### src/hdl/ps2mct_pkg.sv
package ps2mct_pkg;

  // fixed field widths
  localparam int unsigned POS_W   = 12;
  localparam int unsigned BOUND_W = 13;
  localparam int unsigned GEN_W   = 32;
  localparam int unsigned WHEEL_W = 16;

  // reset values
  localparam int unsigned WIDTH_RST  = 320;
  localparam int unsigned HEIGHT_RST = 200;
  localparam int unsigned CUR_X_RST  = 160;
  localparam int unsigned CUR_Y_RST  = 100;

  // byte 0 sync bit and button bits
  localparam int unsigned SYNC_BIT   = 3;
  localparam int unsigned BTN_LEFT   = 0;
  localparam int unsigned BTN_RIGHT  = 1;
  localparam int unsigned BTN_MIDDLE = 2;

  typedef enum logic [1:0] {
    OP_DATA     = 2'd0,
    OP_WHEEL    = 2'd1,
    OP_CLICK    = 2'd2,
    OP_RECENTER = 2'd3
  } op_e;

  typedef enum logic [1:0] {
    CFG_WIDTH  = 2'd0,
    CFG_HEIGHT = 2'd1,
    CFG_WHEEL  = 2'd2,
    CFG_NONE   = 2'd3
  } cfg_idx_e;

  typedef struct packed {
    op_e        op;
    logic [7:0] data_byte;
  } in_item_t;

  typedef struct packed {
    logic [POS_W-1:0]          pos_x;
    logic [POS_W-1:0]          pos_y;
    logic                      left_down;
    logic                      right_down;
    logic                      middle_down;
    logic [GEN_W-1:0]          update_count;
    logic signed [WHEEL_W-1:0] wheel_total;
    logic                      click_valid;
    logic [POS_W-1:0]          click_pos_x;
    logic [POS_W-1:0]          click_pos_y;
    logic                      packet_done;
  } out_item_t;

endpackage

### src/hdl/ps2mct_axis.sv
module ps2mct_axis #(
  parameter int unsigned COORD_BITS = 12
) (
  input  logic [COORD_BITS-1:0]           cur_i,
  input  logic signed [8:0]               delta_i,
  input  logic [ps2mct_pkg::BOUND_W-1:0]  bound_i,
  output logic [COORD_BITS-1:0]           moved_o,
  output logic [COORD_BITS-1:0]           center_o
);

  localparam int unsigned EW = (COORD_BITS + 1 > ps2mct_pkg::BOUND_W) ?
                               COORD_BITS + 1 : ps2mct_pkg::BOUND_W;
  localparam int unsigned SW = EW + 1;

  logic [EW-1:0]        bound_ext;
  logic [EW-1:0]        lim;
  logic [EW-1:0]        eff;
  logic signed [SW-1:0] sum;
  logic signed [SW-1:0] eff_s;

  // bound limited to the coordinate range (never zero, as the tracker drops zero bounds)
  assign bound_ext = EW'(bound_i);
  assign lim       = EW'(1) << COORD_BITS;
  assign eff       = (bound_ext > lim) ? lim : bound_ext;
  assign eff_s     = $signed({1'b0, eff});

  assign sum = $signed({1'b0, EW'(cur_i)}) + SW'(delta_i);

  always_comb begin
    if (sum[SW-1]) begin
      moved_o = '0;
    end else if (sum >= eff_s) begin
      moved_o = COORD_BITS'(eff - EW'(1));
    end else begin
      moved_o = COORD_BITS'(sum);
    end
  end

  assign center_o = COORD_BITS'(eff >> 1);

endmodule

### src/hdl/ps2_mouse_packet_cursor_tracker.sv
// channel | direction | handshake                  | payload
// --------+-----------+----------------------------+--------------------------------
// in      | input     | in_valid_i / in_ready_o    | in_item_i  (op, data_byte)
// out     | output    | out_valid_o / out_ready_i  | out_item_o (cursor, buttons, ...)
// cfg     | input     | cfg_valid_i / cfg_ready_o  | cfg_index_i, cfg_data_i
//
// one item a cycle sustained while the result is taken; an accepted item passes the input
// register, then state update and result register
// state and result are written in the same cycle, so the next item sees it directly
// reset clears all control state, bounds to 320 x 200 and the cursor to 160,100
// a stalled result holds the output register; the input register still takes one
// more item, then in_ready_o drops until the result moves
// cfg writes are taken in any cycle; senders issue them only while no item is in flight
module ps2_mouse_packet_cursor_tracker #(
  parameter int unsigned COORD_BITS = 12
) (
  input  logic                          clk_i,
  input  logic                          rst_ni,
  input  logic                          in_valid_i,
  output logic                          in_ready_o,
  input  ps2mct_pkg::in_item_t          in_item_i,
  output logic                          out_valid_o,
  input  logic                          out_ready_i,
  output ps2mct_pkg::out_item_t         out_item_o,
  input  logic                          cfg_valid_i,
  output logic                          cfg_ready_o,
  input  logic [1:0]                    cfg_index_i,
  input  logic [ps2mct_pkg::BOUND_W-1:0] cfg_data_i
);

  localparam int unsigned BW = ps2mct_pkg::BOUND_W;
  localparam int unsigned PW = ps2mct_pkg::POS_W;
  localparam int unsigned WW = ps2mct_pkg::WHEEL_W;

  // configuration registers
  logic [BW-1:0] width_q, height_q;
  logic          wheel_mode_q;

  // input stage
  logic                 s1_valid_q;
  ps2mct_pkg::in_item_t s1_item_q;

  // block state
  logic [1:0]            byte_count_q, byte_count_d;
  logic [7:0]            held_q [3];
  logic [COORD_BITS-1:0] cur_x_q, cur_x_d, cur_y_q, cur_y_d;
  logic [2:0]            buttons_q, buttons_d;
  logic signed [WW-1:0]  wheel_q, wheel_d;
  logic                  click_pend_q, click_pend_d;
  logic [COORD_BITS-1:0] click_x_q, click_x_d, click_y_q, click_y_d;
  logic [31:0]           gen_q, gen_d;

  // result stage
  logic                  out_valid_q;
  ps2mct_pkg::out_item_t out_q, out_d;

  logic advance;

  // pipeline control: a result register that is free or emptying lets stage 1 move
  assign advance     = s1_valid_q && (!out_valid_q || out_ready_i);
  assign in_ready_o  = !s1_valid_q || advance;
  assign out_valid_o = out_valid_q;
  assign out_item_o  = out_q;
  assign cfg_ready_o = 1'b1;

  // config writes, zero bounds are dropped
  always_ff @(posedge clk_i or negedge rst_ni) begin
    if (!rst_ni) begin
      width_q      <= BW'(ps2mct_pkg::WIDTH_RST);
      height_q     <= BW'(ps2mct_pkg::HEIGHT_RST);
      wheel_mode_q <= 1'b0;
    end else if (cfg_valid_i) begin
      unique case (ps2mct_pkg::cfg_idx_e'(cfg_index_i))
        ps2mct_pkg::CFG_WIDTH: begin
          if (cfg_data_i != '0) width_q <= cfg_data_i;
        end
        ps2mct_pkg::CFG_HEIGHT: begin
          if (cfg_data_i != '0) height_q <= cfg_data_i;
        end
        ps2mct_pkg::CFG_WHEEL: wheel_mode_q <= cfg_data_i[0];
        default: ;
      endcase
    end
  end

  // held packet bytes; the third byte bypasses the store when it completes a packet
  logic [7:0] b0, b1, b2;
  logic       is_data, in_sync, completes, store_byte;

  assign is_data    = (s1_item_q.op == ps2mct_pkg::OP_DATA);
  assign in_sync    = !(byte_count_q == 2'd0 && !s1_item_q.data_byte[ps2mct_pkg::SYNC_BIT]);
  // size 3 completes at count 2 (or at 3 after a mode change), size 4 at count 3
  assign completes  = is_data && in_sync &&
                      (wheel_mode_q ? (byte_count_q == 2'd3)
                                    : (byte_count_q == 2'd2 || byte_count_q == 2'd3));
  assign store_byte = is_data && in_sync && (byte_count_q != 2'd3);

  assign b0 = held_q[0];
  assign b1 = held_q[1];
  assign b2 = (byte_count_q == 2'd2) ? s1_item_q.data_byte : held_q[2];

  // per-axis movement and recenter
  logic signed [8:0]     dx, dy;
  logic [COORD_BITS-1:0] moved_x, moved_y, center_x, center_y;

  assign dx = $signed({b1[7], b1});
  assign dy = -$signed({b2[7], b2});

  ps2mct_axis #(.COORD_BITS(COORD_BITS)) u_axis_x (
    .cur_i    (cur_x_q),
    .delta_i  (dx),
    .bound_i  (width_q),
    .moved_o  (moved_x),
    .center_o (center_x)
  );

  ps2mct_axis #(.COORD_BITS(COORD_BITS)) u_axis_y (
    .cur_i    (cur_y_q),
    .delta_i  (dy),
    .bound_i  (height_q),
    .moved_o  (moved_y),
    .center_o (center_y)
  );

  // wheel nibble, sign-extended and saturated into the accumulator
  logic signed [3:0]    wstep;
  logic signed [WW:0]   wsum;
  logic signed [WW-1:0] wsat;

  assign wstep = $signed(s1_item_q.data_byte[3:0]);
  assign wsum  = $signed({wheel_q[WW-1], wheel_q}) + (WW + 1)'(wstep);

  always_comb begin
    if (wsum[WW] != wsum[WW-1]) begin
      wsat = wsum[WW] ? {1'b1, {(WW - 1){1'b0}}} : {1'b0, {(WW - 1){1'b1}}};
    end else begin
      wsat = wsum[WW-1:0];
    end
  end

  // next state and result
  always_comb begin
    logic [1:0] gen_inc;
    logic       released;
    gen_inc      = 2'd0;
    released     = 1'b0;
    byte_count_d = byte_count_q;
    cur_x_d      = cur_x_q;
    cur_y_d      = cur_y_q;
    buttons_d    = buttons_q;
    wheel_d      = wheel_q;
    click_pend_d = click_pend_q;
    click_x_d    = click_x_q;
    click_y_d    = click_y_q;

    out_d             = '0;
    out_d.wheel_total = wheel_q;

    unique case (s1_item_q.op)
      ps2mct_pkg::OP_DATA: begin
        if (completes) begin
          byte_count_d = 2'd0;
          buttons_d    = b0[2:0];
          cur_x_d      = moved_x;
          cur_y_d      = moved_y;
          gen_inc      = 2'd1;
          if (wheel_mode_q && wstep != 4'sd0) begin
            wheel_d = wsat;
            gen_inc = gen_inc + 2'd1;
          end
          released = buttons_q[ps2mct_pkg::BTN_LEFT] && !b0[ps2mct_pkg::BTN_LEFT];
          if (released) begin
            click_pend_d = 1'b1;
            click_x_d    = moved_x;
            click_y_d    = moved_y;
            gen_inc      = gen_inc + 2'd1;
          end
        end else if (in_sync) begin
          byte_count_d = byte_count_q + 2'd1;
        end
        out_d.wheel_total = wheel_d;
        out_d.packet_done = completes;
      end
      ps2mct_pkg::OP_WHEEL: begin
        wheel_d = '0;
      end
      ps2mct_pkg::OP_CLICK: begin
        if (click_pend_q) begin
          click_pend_d      = 1'b0;
          out_d.click_valid = 1'b1;
          out_d.click_pos_x = PW'(click_x_q);
          out_d.click_pos_y = PW'(click_y_q);
        end
      end
      ps2mct_pkg::OP_RECENTER: begin
        cur_x_d = center_x;
        cur_y_d = center_y;
        gen_inc = 2'd1;
      end
      default: ;
    endcase

    gen_d = gen_q + 32'(gen_inc);

    out_d.pos_x        = PW'(cur_x_d);
    out_d.pos_y        = PW'(cur_y_d);
    out_d.left_down    = buttons_d[ps2mct_pkg::BTN_LEFT];
    out_d.right_down   = buttons_d[ps2mct_pkg::BTN_RIGHT];
    out_d.middle_down  = buttons_d[ps2mct_pkg::BTN_MIDDLE];
    out_d.update_count = gen_d;
  end

  // control and state registers
  always_ff @(posedge clk_i or negedge rst_ni) begin
    if (!rst_ni) begin
      s1_valid_q   <= 1'b0;
      out_valid_q  <= 1'b0;
      byte_count_q <= '0;
      cur_x_q      <= COORD_BITS'(ps2mct_pkg::CUR_X_RST);
      cur_y_q      <= COORD_BITS'(ps2mct_pkg::CUR_Y_RST);
      buttons_q    <= '0;
      wheel_q      <= '0;
      click_pend_q <= 1'b0;
      click_x_q    <= '0;
      click_y_q    <= '0;
      gen_q        <= '0;
    end else begin
      if (in_ready_o) s1_valid_q <= in_valid_i;
      if (advance) begin
        out_valid_q  <= 1'b1;
        byte_count_q <= byte_count_d;
        cur_x_q      <= cur_x_d;
        cur_y_q      <= cur_y_d;
        buttons_q    <= buttons_d;
        wheel_q      <= wheel_d;
        click_pend_q <= click_pend_d;
        click_x_q    <= click_x_d;
        click_y_q    <= click_y_d;
        gen_q        <= gen_d;
      end else if (out_ready_i) begin
        out_valid_q <= 1'b0;
      end
    end
  end

  // payload registers
  always_ff @(posedge clk_i) begin
    if (in_ready_o && in_valid_i) s1_item_q <= in_item_i;
    if (advance) out_q <= out_d;
    if (advance && store_byte) held_q[byte_count_q] <= s1_item_q.data_byte;
  end

  // checks
  a_advance_fills_out: assert property (@(posedge clk_i) disable iff (!rst_ni)
    advance |=> out_valid_q)
    else $error("result register not loaded after advance");

  a_s1_holds: assert property (@(posedge clk_i) disable iff (!rst_ni)
    (s1_valid_q && !advance) |=> (s1_valid_q && $stable(s1_item_q)))
    else $error("stalled input stage lost its item");

  a_click_only_on_consume: assert property (@(posedge clk_i) disable iff (!rst_ni)
    (advance && s1_item_q.op != ps2mct_pkg::OP_CLICK) |=> !out_q.click_valid)
    else $error("click reported on an item that does not consume clicks");

  a_wheel_cleared: assert property (@(posedge clk_i) disable iff (!rst_ni)
    (advance && s1_item_q.op == ps2mct_pkg::OP_WHEEL) |=> (wheel_q == '0))
    else $error("wheel total not cleared by consume");

  // a count of three is only left over from wheel mode, never built in three-byte mode
  a_count_three_needs_wheel: assert property (@(posedge clk_i) disable iff (!rst_ni)
    (advance && !wheel_mode_q && byte_count_q != 2'd3) |=> (byte_count_q != 2'd3))
    else $error("four bytes held in three-byte mode");

endmodule

### config.mk
export PLATFORM = sky130hd
export DESIGN_NAME = ps2_mouse_packet_cursor_tracker
export DESIGN_NICKNAME = d
export VERILOG_FILES = /design/src/hdl/ps2mct_pkg.sv /design/src/hdl/ps2mct_axis.sv /design/src/hdl/ps2_mouse_packet_cursor_tracker.sv
export SDC_FILE = /design/constraint.sdc
export NUM_CORES = 1
export LEC_CHECK = 0
export BUFFER_PORTS_ARGS = -buffer_cell sky130_fd_sc_hd__buf_2
export CORE_ASPECT_RATIO = 0.75
export CORE_MARGIN = 4
export CORE_UTILIZATION = 60
export DETAILED_ROUTE_END_ITERATION = 8
export GPL_TIMING_DRIVEN = 0
export PLACE_DENSITY = 0.82
export SKIP_LAST_GASP = 1
export SYNTH_ARGS = -nofsm -noshare
export SYNTH_HDL_FRONTEND = slang
export SYNTH_HIERARCHICAL = 1
export SYNTH_SLANG_ARGS = --single-unit
### constraint.sdc
create_clock -name clk_i -period 6.56 [get_ports clk_i]
set_input_delay 1.312 -clock clk_i [delete_from_list [all_inputs] [get_ports clk_i]]
set_output_delay 1.312 -clock clk_i [all_outputs]
set_load 0.01 [all_outputs]
After elaboration in Yosys (flattened, before gate mapping)
Memory sizes are Yosys's and may differ from the RTL's.
Cells that the tools add are included.
{"block": "word_totals", "out_inout_bits": 104, "elab_cells": 122, "inputBits": 30, "n_memories": 1, "ramBits": 24, "latchBits": 0, "rom_bits": 0, "register_bits": 242}
{"block": "classes", "mux": 36, "div": 0, "n_addsub": 9, "n_reduce_logical": 33, "n_eq_ne": 12, "bitwise_logic": 0, "order_cmp": 4, "n_shift": 0, "multipliers": 0}
{"memory": "held_q", "depth": 3, "word_bits": 8, "read_ports": 3, "rd_clocked_by_memory_dff": 0, "wr": 1, "line_no": "ps2_mouse_packet_cursor_tracker.sv:45", "source": "logic [7:0] held_q [3];"}
{"cell": "$mux 16", "n": 5}
{"cell": "$mux 12", "n": 6}
{"cell": "$pmux 12 s2", "n": 2}
{"cell": "$add 32x2->32", "n": 1}
{"cell": "$pmux 16 s2", "n": 1}
{"cell": "$ge 14x14->1", "n": 2}
{"cell": "$gt 13x13->1 const B", "n": 2}
{"cell": "$mux 13", "n": 2}
{"cell": "$mux 25", "n": 1}
{"cell": "$sub 12x1->12 const B", "n": 2}
{"cell": "$add 16x4->17", "n": 1}
{"cell": "$add 13x8->14", "n": 1}
{"cell": "$add 13x9->14", "n": 1}
{"cell": "$mux 2", "n": 7}
{"cell": "$reduce_bool 13->1", "n": 1}
{"cell": "$eq 2x2->1 const B", "n": 5}
{"cell": "$logic_and 1x1->1", "n": 9}
{"cell": "$neg 8->9", "n": 1}
{"cell": "$reduce_and 3->1", "n": 3}
{"cell": "$mux 8", "n": 1}
{"cell": "$reduce_and 4->1", "n": 2}
{"cell": "$mux 1", "n": 7}
{"cell": "$logic_not 2->1", "n": 3}
{"cell": "$mux 3", "n": 2}
{"cell": "12 further kinds", "n": 26}

Depth between registers and ports, before layout
Gate-level depths: netlist of the first run.
{"block": "depth", "depth_word": 12, "depth_mapped": 29}

Cells and area by module
The synthesis of the first run kept the hierarchy.
{"module": "ps2_mouse_packet_cursor_tracker", "n_inst": 1, "seq_area_each_um2": 7194.4, "area_each_um2": 12070.3, "cells_each": 960}
{"module": "ps2mct_axis", "n_inst": 2, "seq_area_each_um2": 0.0, "area_each_um2": 1376.3, "cells_each": 206}

Worst setup path after synthesis of the first run
Ideal clock, no wire load.
{"block": "synth_path", "path_type": "flip-flop to flip-flop", "start": "reg byte_count_q[0]", "end": "reg cur_y_q[10]", "path_slack_ns": 0.951, "synth_period_minus_slack_ns": 5.609, "setup_time_ns": 0.125, "path_stages_with_launch": 28, "t_arrival_ns": 5.485, "t_required_ns": 6.435, "path_buffers": 2, "cell_sequence": "dfrtp_1 -> inv_1 -> ha_1 -> buf_2 -> mux2i_1 -> ha_1 -> o21ai_0 -> nand2b_1 -> nor2_1 -> o31ai_1 -> ha_1 -> a21oi_1 -> o21ai_0 -> a21oi_2 -> o21ai_0 -> or2_2 -> nand2_1 -> ha_1 -> a2111oi_0 -> a21oi_1 -> a31o_2 -> a21o_1 -> clkbuf_1 -> o221ai_1 -> a21oi_1 -> a22oi_1 -> o21ai_0 -> mux2_2"}
{"block": "synth_via", "elab_chain_cells": 9}
{"element": "from (decl)", "line_no": "ps2_mouse_packet_cursor_tracker.sv:44", "source": "logic [1:0] byte_count_q, byte_count_d;"}
{"element": "from (signal assigned)", "line_no": "ps2_mouse_packet_cursor_tracker.sv:231", "source": "byte_count_q <= byte_count_d;"}
{"element": "$eq 2x2->1 *", "line_no": "ps2_mouse_packet_cursor_tracker.sv:100", "source": "assign b2 = (byte_count_q == 2'd2) ? s1_item_q.data_byte : held_q[2];"}
{"element": "$mux 8 *", "line_no": "ps2_mouse_packet_cursor_tracker.sv:100"}
{"element": "$neg 8->9 *", "line_no": "ps2_mouse_packet_cursor_tracker.sv:107", "source": "assign dy = -$signed({b2[7], b2});"}
{"element": "via dy[8]", "line_no": "ps2_mouse_packet_cursor_tracker.sv:103", "source": "logic signed [8:0] dx, dy;"}
{"element": "$add 13x9->14 *", "line_no": "ps2mct_axis.sv:27", "source": "assign sum = $signed({1'b0, EW'(cur_i)}) + SW'(delta_i);"}
{"element": "$ge 14x14->1", "line_no": "ps2mct_axis.sv:32", "source": "end else if (sum >= eff_s) begin"}
{"element": "$mux 12", "line_no": "ps2mct_axis.sv:32"}
{"element": "$mux 12 *", "line_no": "ps2mct_axis.sv:30", "source": "if (sum[SW-1]) begin"}
{"element": "via moved_y[10]", "line_no": "ps2_mouse_packet_cursor_tracker.sv:104", "source": "logic [COORD_BITS-1:0] moved_x, moved_y, center_x, center_y;"}
{"element": "$mux 12 *", "line_no": "ps2_mouse_packet_cursor_tracker.sv:161", "source": "if (completes) begin"}
{"element": "$pmux 12 s2 *", "line_no": "ps2_mouse_packet_cursor_tracker.sv:159", "source": "unique case (s1_item_q.op)"}
{"element": "via cur_y_d[10]", "line_no": "ps2_mouse_packet_cursor_tracker.sv:46", "source": "logic [COORD_BITS-1:0] cur_x_q, cur_x_d, cur_y_q, cur_y_d;"}
{"element": "to (signal assigned)", "line_no": "ps2_mouse_packet_cursor_tracker.sv:220", "source": "cur_y_q <= COORD_BITS'(ps2mct_pkg::CUR_Y_RST);"}
{"element": "to (signal assigned)", "line_no": "ps2_mouse_packet_cursor_tracker.sv:233", "source": "cur_y_q <= cur_y_d;"}
{"element": "to (decl)", "line_no": "ps2_mouse_packet_cursor_tracker.sv:46"}
Mark *: on every way through the listed nets, which the timed path passes. The rest lies on a longest branch.
A chain may end at the register's enable or synchronous reset.

Worst setup path after layout of the first run
{"block": "layout_path", "start": "reg byte_count_q[0]", "end": "reg cur_y_q[3]"}
Same word-level chain as after synthesis.

==> impl_metrics.tcl, run 1 <==
set metrics [dict create \
    fin_total_pwr_mw 6.048 \
    yosysTopAreaCell "edfxtp_1" \
    fin_nets 1650 \
    period_minus_slack_ps 6113 \
    overflow 0 \
    n_antenna_cell 0 \
    sw_frac_of_total_pct 37.39 \
    rsz0062_at_grt "false" \
    io_pins 134 \
    floorplan.initialDensity_pct 61.36 \
    drc 0 \
    switchingPower_mw 2.262 \
    dieArea_um2 27310 \
    drive_above_1_share_pct 21.13 \
    core_area_um2 24160 \
    combPwrFrac_pct 40.0 \
    synth_seq_area_share_pct 48.54 \
    netlist_area_um2 14820 \
    clockPowerShare_pct 24.7 \
    synthTopCellsByArea "edfxtp_1 (26%), dfrtp_1 (20%), ha_1 (7.0%), mux2_2 (6.0%), xnor2_1 (3.6%)" \
    worst_clock_skew_ps 8.588 \
    place_congestion 0.9234 \
    first_global_vias 10790 \
    cp.arrival_ps 6590 \
    tightest_slew_ps 923.0 \
    synth_top_area_share_pct 26.34 \
    post-route-period-util_pct 93.18 \
    die_h_um 144.1 \
    finalHoldViolations 0 \
    synthArstFlopShare_pct 50.19 \
    yosysMostFrequentCell "nand2_1" \
    post-place-ws_ps -242.2 \
    ir_drop_mv 0.2860 \
    final_area_um2 16890 \
    start_kind "register" \
    hold_buffers 0 \
    cts_setup_buffers 0 \
    drt-vias-per-instance 6.006 \
    drt_iter0_drc 1087 \
    wl_per_cell_um 19.08 \
    clk_latency_ps 540 \
    clockBufferDepth 3 \
    synth_edf_count 130 \
    p_seq_share_pct 35.3 \
    portBuffers 132 \
    path_class "register to register" \
    p_int_mw 3.787 \
    cts_made_buffers 25 \
    path_clk_slew_ps 70 \
    syn_nets 1489 \
    crit_fanout 11 \
    max_freq_mhz 163.6 \
    setup_viol 0 \
    postPlaceCellArea_um2 15960 \
    grt_max_degree 69 \
    grt_antenna_before_repair 1 \
    p_leak_nw 7.442 \
    cts_htree_levels 1 \
    cts.sinks 261 \
    areaGrowthSynthToFinish_pct 13.96 \
    grt_pass1_wl_um 57100 \
    cts_tree "built" \
    finalWorstSetupSlack_ps 447.4 \
    maxCapViolCount 0 \
    dp_hpwl_um 25990 \
    syn_inst 1372 \
    synthFlopType "edfxtp_1" \
    grt_usage_pct 25.93 \
    min_path_type "register to register" \
    num_vias 11310 \
    synthTopCellsByCount "nand2_1 (139), edfxtp_1 (130), dfrtp_1 (121), ha_1 (83), o21ai_0 (81)" \
    crit_required_ps 7030 \
    end_kind "register" \
    yosysWarnings 6 \
    p_per_area_nw_per_um2 358.1 \
    drtAntennaViolNets 0 \
    dr.pass1.iters 6 \
    die_w_um 189.5 \
    relSlewSlack_pct 38.47 \
    avgSynthCellArea_um2 10.80 \
    drv_slew 0 \
    ys_types 87 \
    routed_wl_um 35930 \
    cts-root-buf "clkbuf_16" \
    ys_seq_elements 261 \
    rows 49 \
    status "finished, final reports clean" \
]
area by class of cell:
type	instances	area, µm²
fillers	1824	7263
clock buffers	37	753.2
clock inverters	9	102.6
plain buffers	63	281.5
repair buffers	134	721.9
multi-input cells	984	7184
inverters	64	240.2
flip-flops and latches	261	7194
well taps	331	414.1
power by group through the flow:
stage	registers [mW]	logic, mW	clock network [mW]
global placement	2.16	2.24	0
floorplan	2.16	1.67	0
CTS	2.13	2.32	1.52
global route	2.16	2.67	1.59
finish	2.14	2.42	1.49
detailed placement	2.16	2.30	0
cells in the final DEF, fill, tap and decap left out, types with 16 or more instances in the layout:
master	instances
nand2_1	139
buf_2	136
edfxtp_1	130
dfrtp_1	121
ha_1	82
mux2_2	79
o21ai_0	76
a21oi_1	73
nor2_1	72
inv_1	61
xnor2_1	61
clkbuf_1	49
xor2_1	43
and3_1	36
nand3_1	30
clkbuf_16	27
a22oi_1	24
nor3_1	22
a211oi_1	16
worst paths after layout:
kind                                                  start                endpoint  slack [ps]  depth (start not counted)
min in group asynchronous                            rst_ni  wheel_q[6]$_DFFE_PN0P_         770                          1
worst max-delay path            byte_count_q[0]$_DFFE_PN0P_  cur_y_q[3]$_DFFE_PN0P_         450                         26
worst max register to register  byte_count_q[0]$_DFFE_PN0P_  cur_y_q[3]$_DFFE_PN0P_         450                         26
max in group asynchronous                            rst_ni  cur_x_q[7]$_DFFE_PN1P_        4990                          2
worst min register to register         gen_q[0]$_DFFE_PN0P_    gen_q[0]$_DFFE_PN0P_         480                          2
worst min-delay path                   gen_q[0]$_DFFE_PN0P_    gen_q[0]$_DFFE_PN0P_         480                          2
cells by family after synthesis:
| kind of cell | Yosys count | share of synthesized area [%] |
|---|---|---|
| AND/OR/NAND/NOR | 404 | 13.90 |
| AO/OA/AOI/OAI | 290 | 13.04 |
| flip-flops | 261 | 48.54 |
| buffers and inverters | 127 | 3.469 |
| XOR/XNOR | 104 | 6.145 |
| adder cells (fa/ha/maj) | 93 | 7.968 |
| multiplexers | 92 | 6.913 |
| other | 1 | 0.02530 |
metrics by stage:
step	utilization (%)	instances	hold WS (ps)	setup TNS, ps
final	69.93	1883	483.8	0
after detailed placement	66.08	1837	472.0	-1990
after global routing	69.93	1883	515.9	0
after global placement	65.81	1835	463.5	-91590
after floorplan	-	1372	452.3	0
after CTS	69.65	1883	486.9	0
registers in the layout, summed over array words and instances, names as in the netlist:
name          cells
held_q           19
wheel_mode_q      1
cur_y_q          12
click_y_q        12
buttons_q         3
byte_count_q      2
gen_q            32
wheel_q          16
out_item_o      101
click_x_q        12
s1_valid_q        1
cur_x_q          12
height_q         13
out_valid_o       1
width_q          13
click_pend_q      1
s1_item_q        10
repair_timing:
item	in CTS	in global routing
resized for setup	1	19
setup endpoints to repair	24	24
pin swaps	0	0
critical path, stage by stage, from the launching register on:
cell	delay, ps
dfrtp_1	400
inv_1	100
ha_1	200
clkbuf_4	200
mux2i_4	220
ha_1	250
o21ai_0	150
nand2b_1	220
nor2_1	90
o31ai_4	500
ha_4	310
a21oi_1	140
o21ai_0	120
a21oi_2	210
o21ai_0	150
or2_2	310
nand2_1	90
ha_1	240
a2111oi_1	390
a21oi_1	100
a31o_2	240
a21o_1	170
buf_2	210
a311oi_1	410
a22oi_1	160
o21ai_1	280
mux2_2	200
routing by layer:
metal | vias up | global-route usage (%) | part of all wire (%) | routed length (µm)
li1 | 5308 | - | - | -
met1 | 5502 | 37.90 | 45 | 16280
met2 | 439 | 41.03 | 45 | 16100
met3 | 59 | 4.778 | 7.4 | 2669
met4 | 2 | 5.860 | 2.4 | 872
met5 | - | 0 | 0.019 | 7
Note: power is estimated with default switching activity, not from simulation.
==> inputs of run 2 (changes only) <==
Settings changed: PLACE_DENSITY 0.82 to 0.77, SYNTH_HIERARCHICAL 1 to not set.
==> run 2 against run 1 <==
Via count is 1.0% higher. Combinational power down 9.9%. Core utilization up 0.43 points. Fmax about the same. Worst setup slack better by 5.1 ps. Sequential power about the same. Hold slack worse by 15 ps.
==> impl_metrics.tcl, run 2 <==
set metrics [dict create \
    finalHoldViolations 0 \
    max_freq_mhz 163.7 \
    p_per_area_nw_per_um2 352.3 \
    cts_setup_buffers 0 \
    rr_startpoint "byte_count_q[0]$_DFFE_PN0P_" \
    worst_clock_skew_ps 13.88 \
    avgSynthCellArea_um2 10.67 \
    syn_nets 1467 \
    final_common_cell "nand2_1" \
    setup_viol 0 \
    yosysWarnings 0 \
    crit_fanout 10 \
    routed_wl_um 38210 \
    yosysMostFrequentCell "nand2_1" \
    synth-compound-area-share_pct 15.14 \
    synth_edf_count 130 \
    rsz0062_at_grt "false" \
    clk_latency_ps 530 \
    portBuffers 132 \
    areaGrowthSynthToFinish_pct 13.46 \
    io_pins 134 \
    grt_pass1_wl_um 60420 \
    tightest_slew_ps 858.5 \
    drtAntennaViolNets 0 \
    synthArstFlopShare_pct 50.19 \
    hold_start "click_y_q[4]$_DFFE_PN0P_" \
    drt-vias-per-instance 6.212 \
    cts_made_buffers 26 \
    ir_drop_mv 0.2809 \
    synth_top_area_share_pct 26.95 \
    r2r_cells 20 \
    synth_top_family_by_area "compound AO/OA/AOI/OAI gates" \
    synthTopCellsByCount "nand2_1 (180), edfxtp_1 (130), dfrtp_1 (121), nor2_1 (85), o21ai_0 (76)" \
    dr.pass1.iters 6 \
    largest_reg_flops 101 \
    cts.sinks 261 \
    period_minus_slack_ps 6108 \
    syn_inst 1358 \
    relSlewSlack_pct 42.16 \
    r2r-end "out_item_o[78]$_DFFE_PP_" \
    netlist_area_um2 14490 \
    ys_types 90 \
    drive_above_1_share_pct 17.35 \
    maxCapViolCount 0 \
    die_h_um 142.6 \
    drt_iter0_drc 1204 \
    clockBufferDepth 3 \
    cts_htree_levels 1 \
    core_area_um2 23360 \
    synthFlopType "edfxtp_1" \
    die_w_um 187.4 \
    synth_xor_area_share_pct 6.106 \
    synth.mux.area_fraction_pct 3.973 \
    synthTopCellsByArea "edfxtp_1 (27%), dfrtp_1 (21%), ha_1 (6.5%), nand2_1 (4.7%), xnor2_1 (3.1%)" \
    overflow 0 \
    rows 48 \
    hold_slack_ps 469.0 \
    p_leak_nw 7.150 \
    drv_slew 0 \
    num_vias 11420 \
    synth_seq_area_share_pct 49.66 \
    hold_buffers 0 \
    place_congestion 1.010 \
    wl_per_cell_um 20.78 \
    fin_util_pct 70.36 \
    drc 0 \
    fin_nets 1629 \
    grt_max_degree 71 \
    dp_hpwl_um 29110 \
    cts-root-buf "clkbuf_16" \
    whs_endpoint "click_y_q[4]$_DFFE_PN0P_" \
    grt_usage_pct 28.35 \
    final_cell_mix "nand2_1 (180), buf_2 (137), edfxtp_1 (130), dfrtp_1 (121), nor2_1 (85)" \
    end_kind "register" \
    crit_required_ps 6790 \
    cts_resized 0 \
    status "finished, final reports clean" \
    ys_seq_elements 261 \
    first_global_vias 10760 \
    cts_tree "built" \
    path_clk_slew_ps 60 \
    grt_antenna_before_repair 0 \
    cp.arrival_ps 6330 \
    post-route-period-util_pct 93.10 \
    dieArea_um2 26720 \
    n_antenna_cell 0 \
    yosysTopAreaCell "edfxtp_1" \
    path_class "register to register" \
    synth-simple-area-share_pct 14.95 \
    r2r_slack_ps 450 \
    start_kind "register" \
    worstHoldPathCells 2 \
    floorplan.initialDensity_pct 62.01 \
    min_path_type "register to register" \
    synthAdderAreaFrac_pct 7.324 \
]
-- run 2: critical path, stage by stage, from the launching register on --
cell and delay (ps):
dfrtp_1 410, inv_1 120, ha_1 160, buf_2 250, mux2_2 370, ha_1 200, fa_1 420, nor2b_1 170
o31a_1 200, o221a_2 300, mux2i_1 230, xor2_1 350, ha_1 290, o21a_1 170, o21ai_0 210, nor2_1 100
a211o_1 300, clkbuf_1 200, buf_1 350, o21ai_0 740, o221ai_1 250
-- run 2: logic make-up (layout without fill, tap and decap cells) --
family	count (synthesis)	count (layout)
buffers and inverters	102	283
adders and majority gates	83	83
and+or+nand+nor	451	451
xor gates and xnor gates	98	98
DFF	261	261
other	1	1
muxes	53	53
AOI/OAI and AO/OA	309	309
-- run 2: layout make-up --
type | count | area [µm²]
inverter | 47 | 176.4
tap | 300 | 375.4
sequential | 261 | 7194
buffer | 55 | 236.5
clock buffer | 34 | 710.7
timing repair buffer | 134 | 721.9
fill | 1743 | 6924
clock inverter | 13 | 138.9
multi-input combinational | 995 | 6884
-- run 2: where the power goes --
group          switching, mW  internal (mW)  total [mW]
registers              0.187           1.95        2.13
logic                   1.40          0.776        2.18
clock network          0.628          0.848        1.48
-- run 2: worst max-delay path by stage --
stage / slack [ps] / endpoint / start
finish: 450 / out_item_o[78]$_DFFE_PP_ / byte_count_q[0]$_DFFE_PN0P_
floorplan: 1280 / cur_y_q[4]$_DFFE_PN0P_ / out_ready_i
detailed placement: 690 / out_item_o[78]$_DFFE_PP_ / byte_count_q[0]$_DFFE_PN0P_
global placement: -580 / cur_y_q[4]$_DFFE_PN0P_ / out_ready_i
global route: 190 / out_item_o[78]$_DFFE_PP_ / byte_count_q[0]$_DFFE_PN0P_
CTS: 650 / out_item_o[78]$_DFFE_PP_ / byte_count_q[0]$_DFFE_PN0P_
-- run 2: through the flow --
stage | setup slack (ps) | cells | setup TNS (ps) | cell area (µm²) | power [mW]
floorplan | 1282 | 1358 | 0 | 14490 | 3.546
global placement | -579.8 | 1790 | -40210 | 15520 | 4.204
detailed placement | 690.9 | 1792 | 0 | 15590 | 4.251
CTS | 646.8 | 1839 | 0 | 16440 | 5.729
global route | 194.0 | 1839 | 0 | 16440 | 6.095
finish | 452.5 | 1839 | 0 | 16440 | 5.791
-- run 2: metal layers --
layer | wire (µm) | global-route usage (%) | vias to the layer above | part of all wire (%)
met5 | 0 | 0 | - | 0
met3 | 4246 | 5.983 | 58 | 11
met4 | 569 | 4.402 | 0 | 1.5
met1 | 18030 | 46.13 | 5484 | 47
met2 | 15360 | 39.83 | 576 | 40
li1 | - | - | 5306 | -
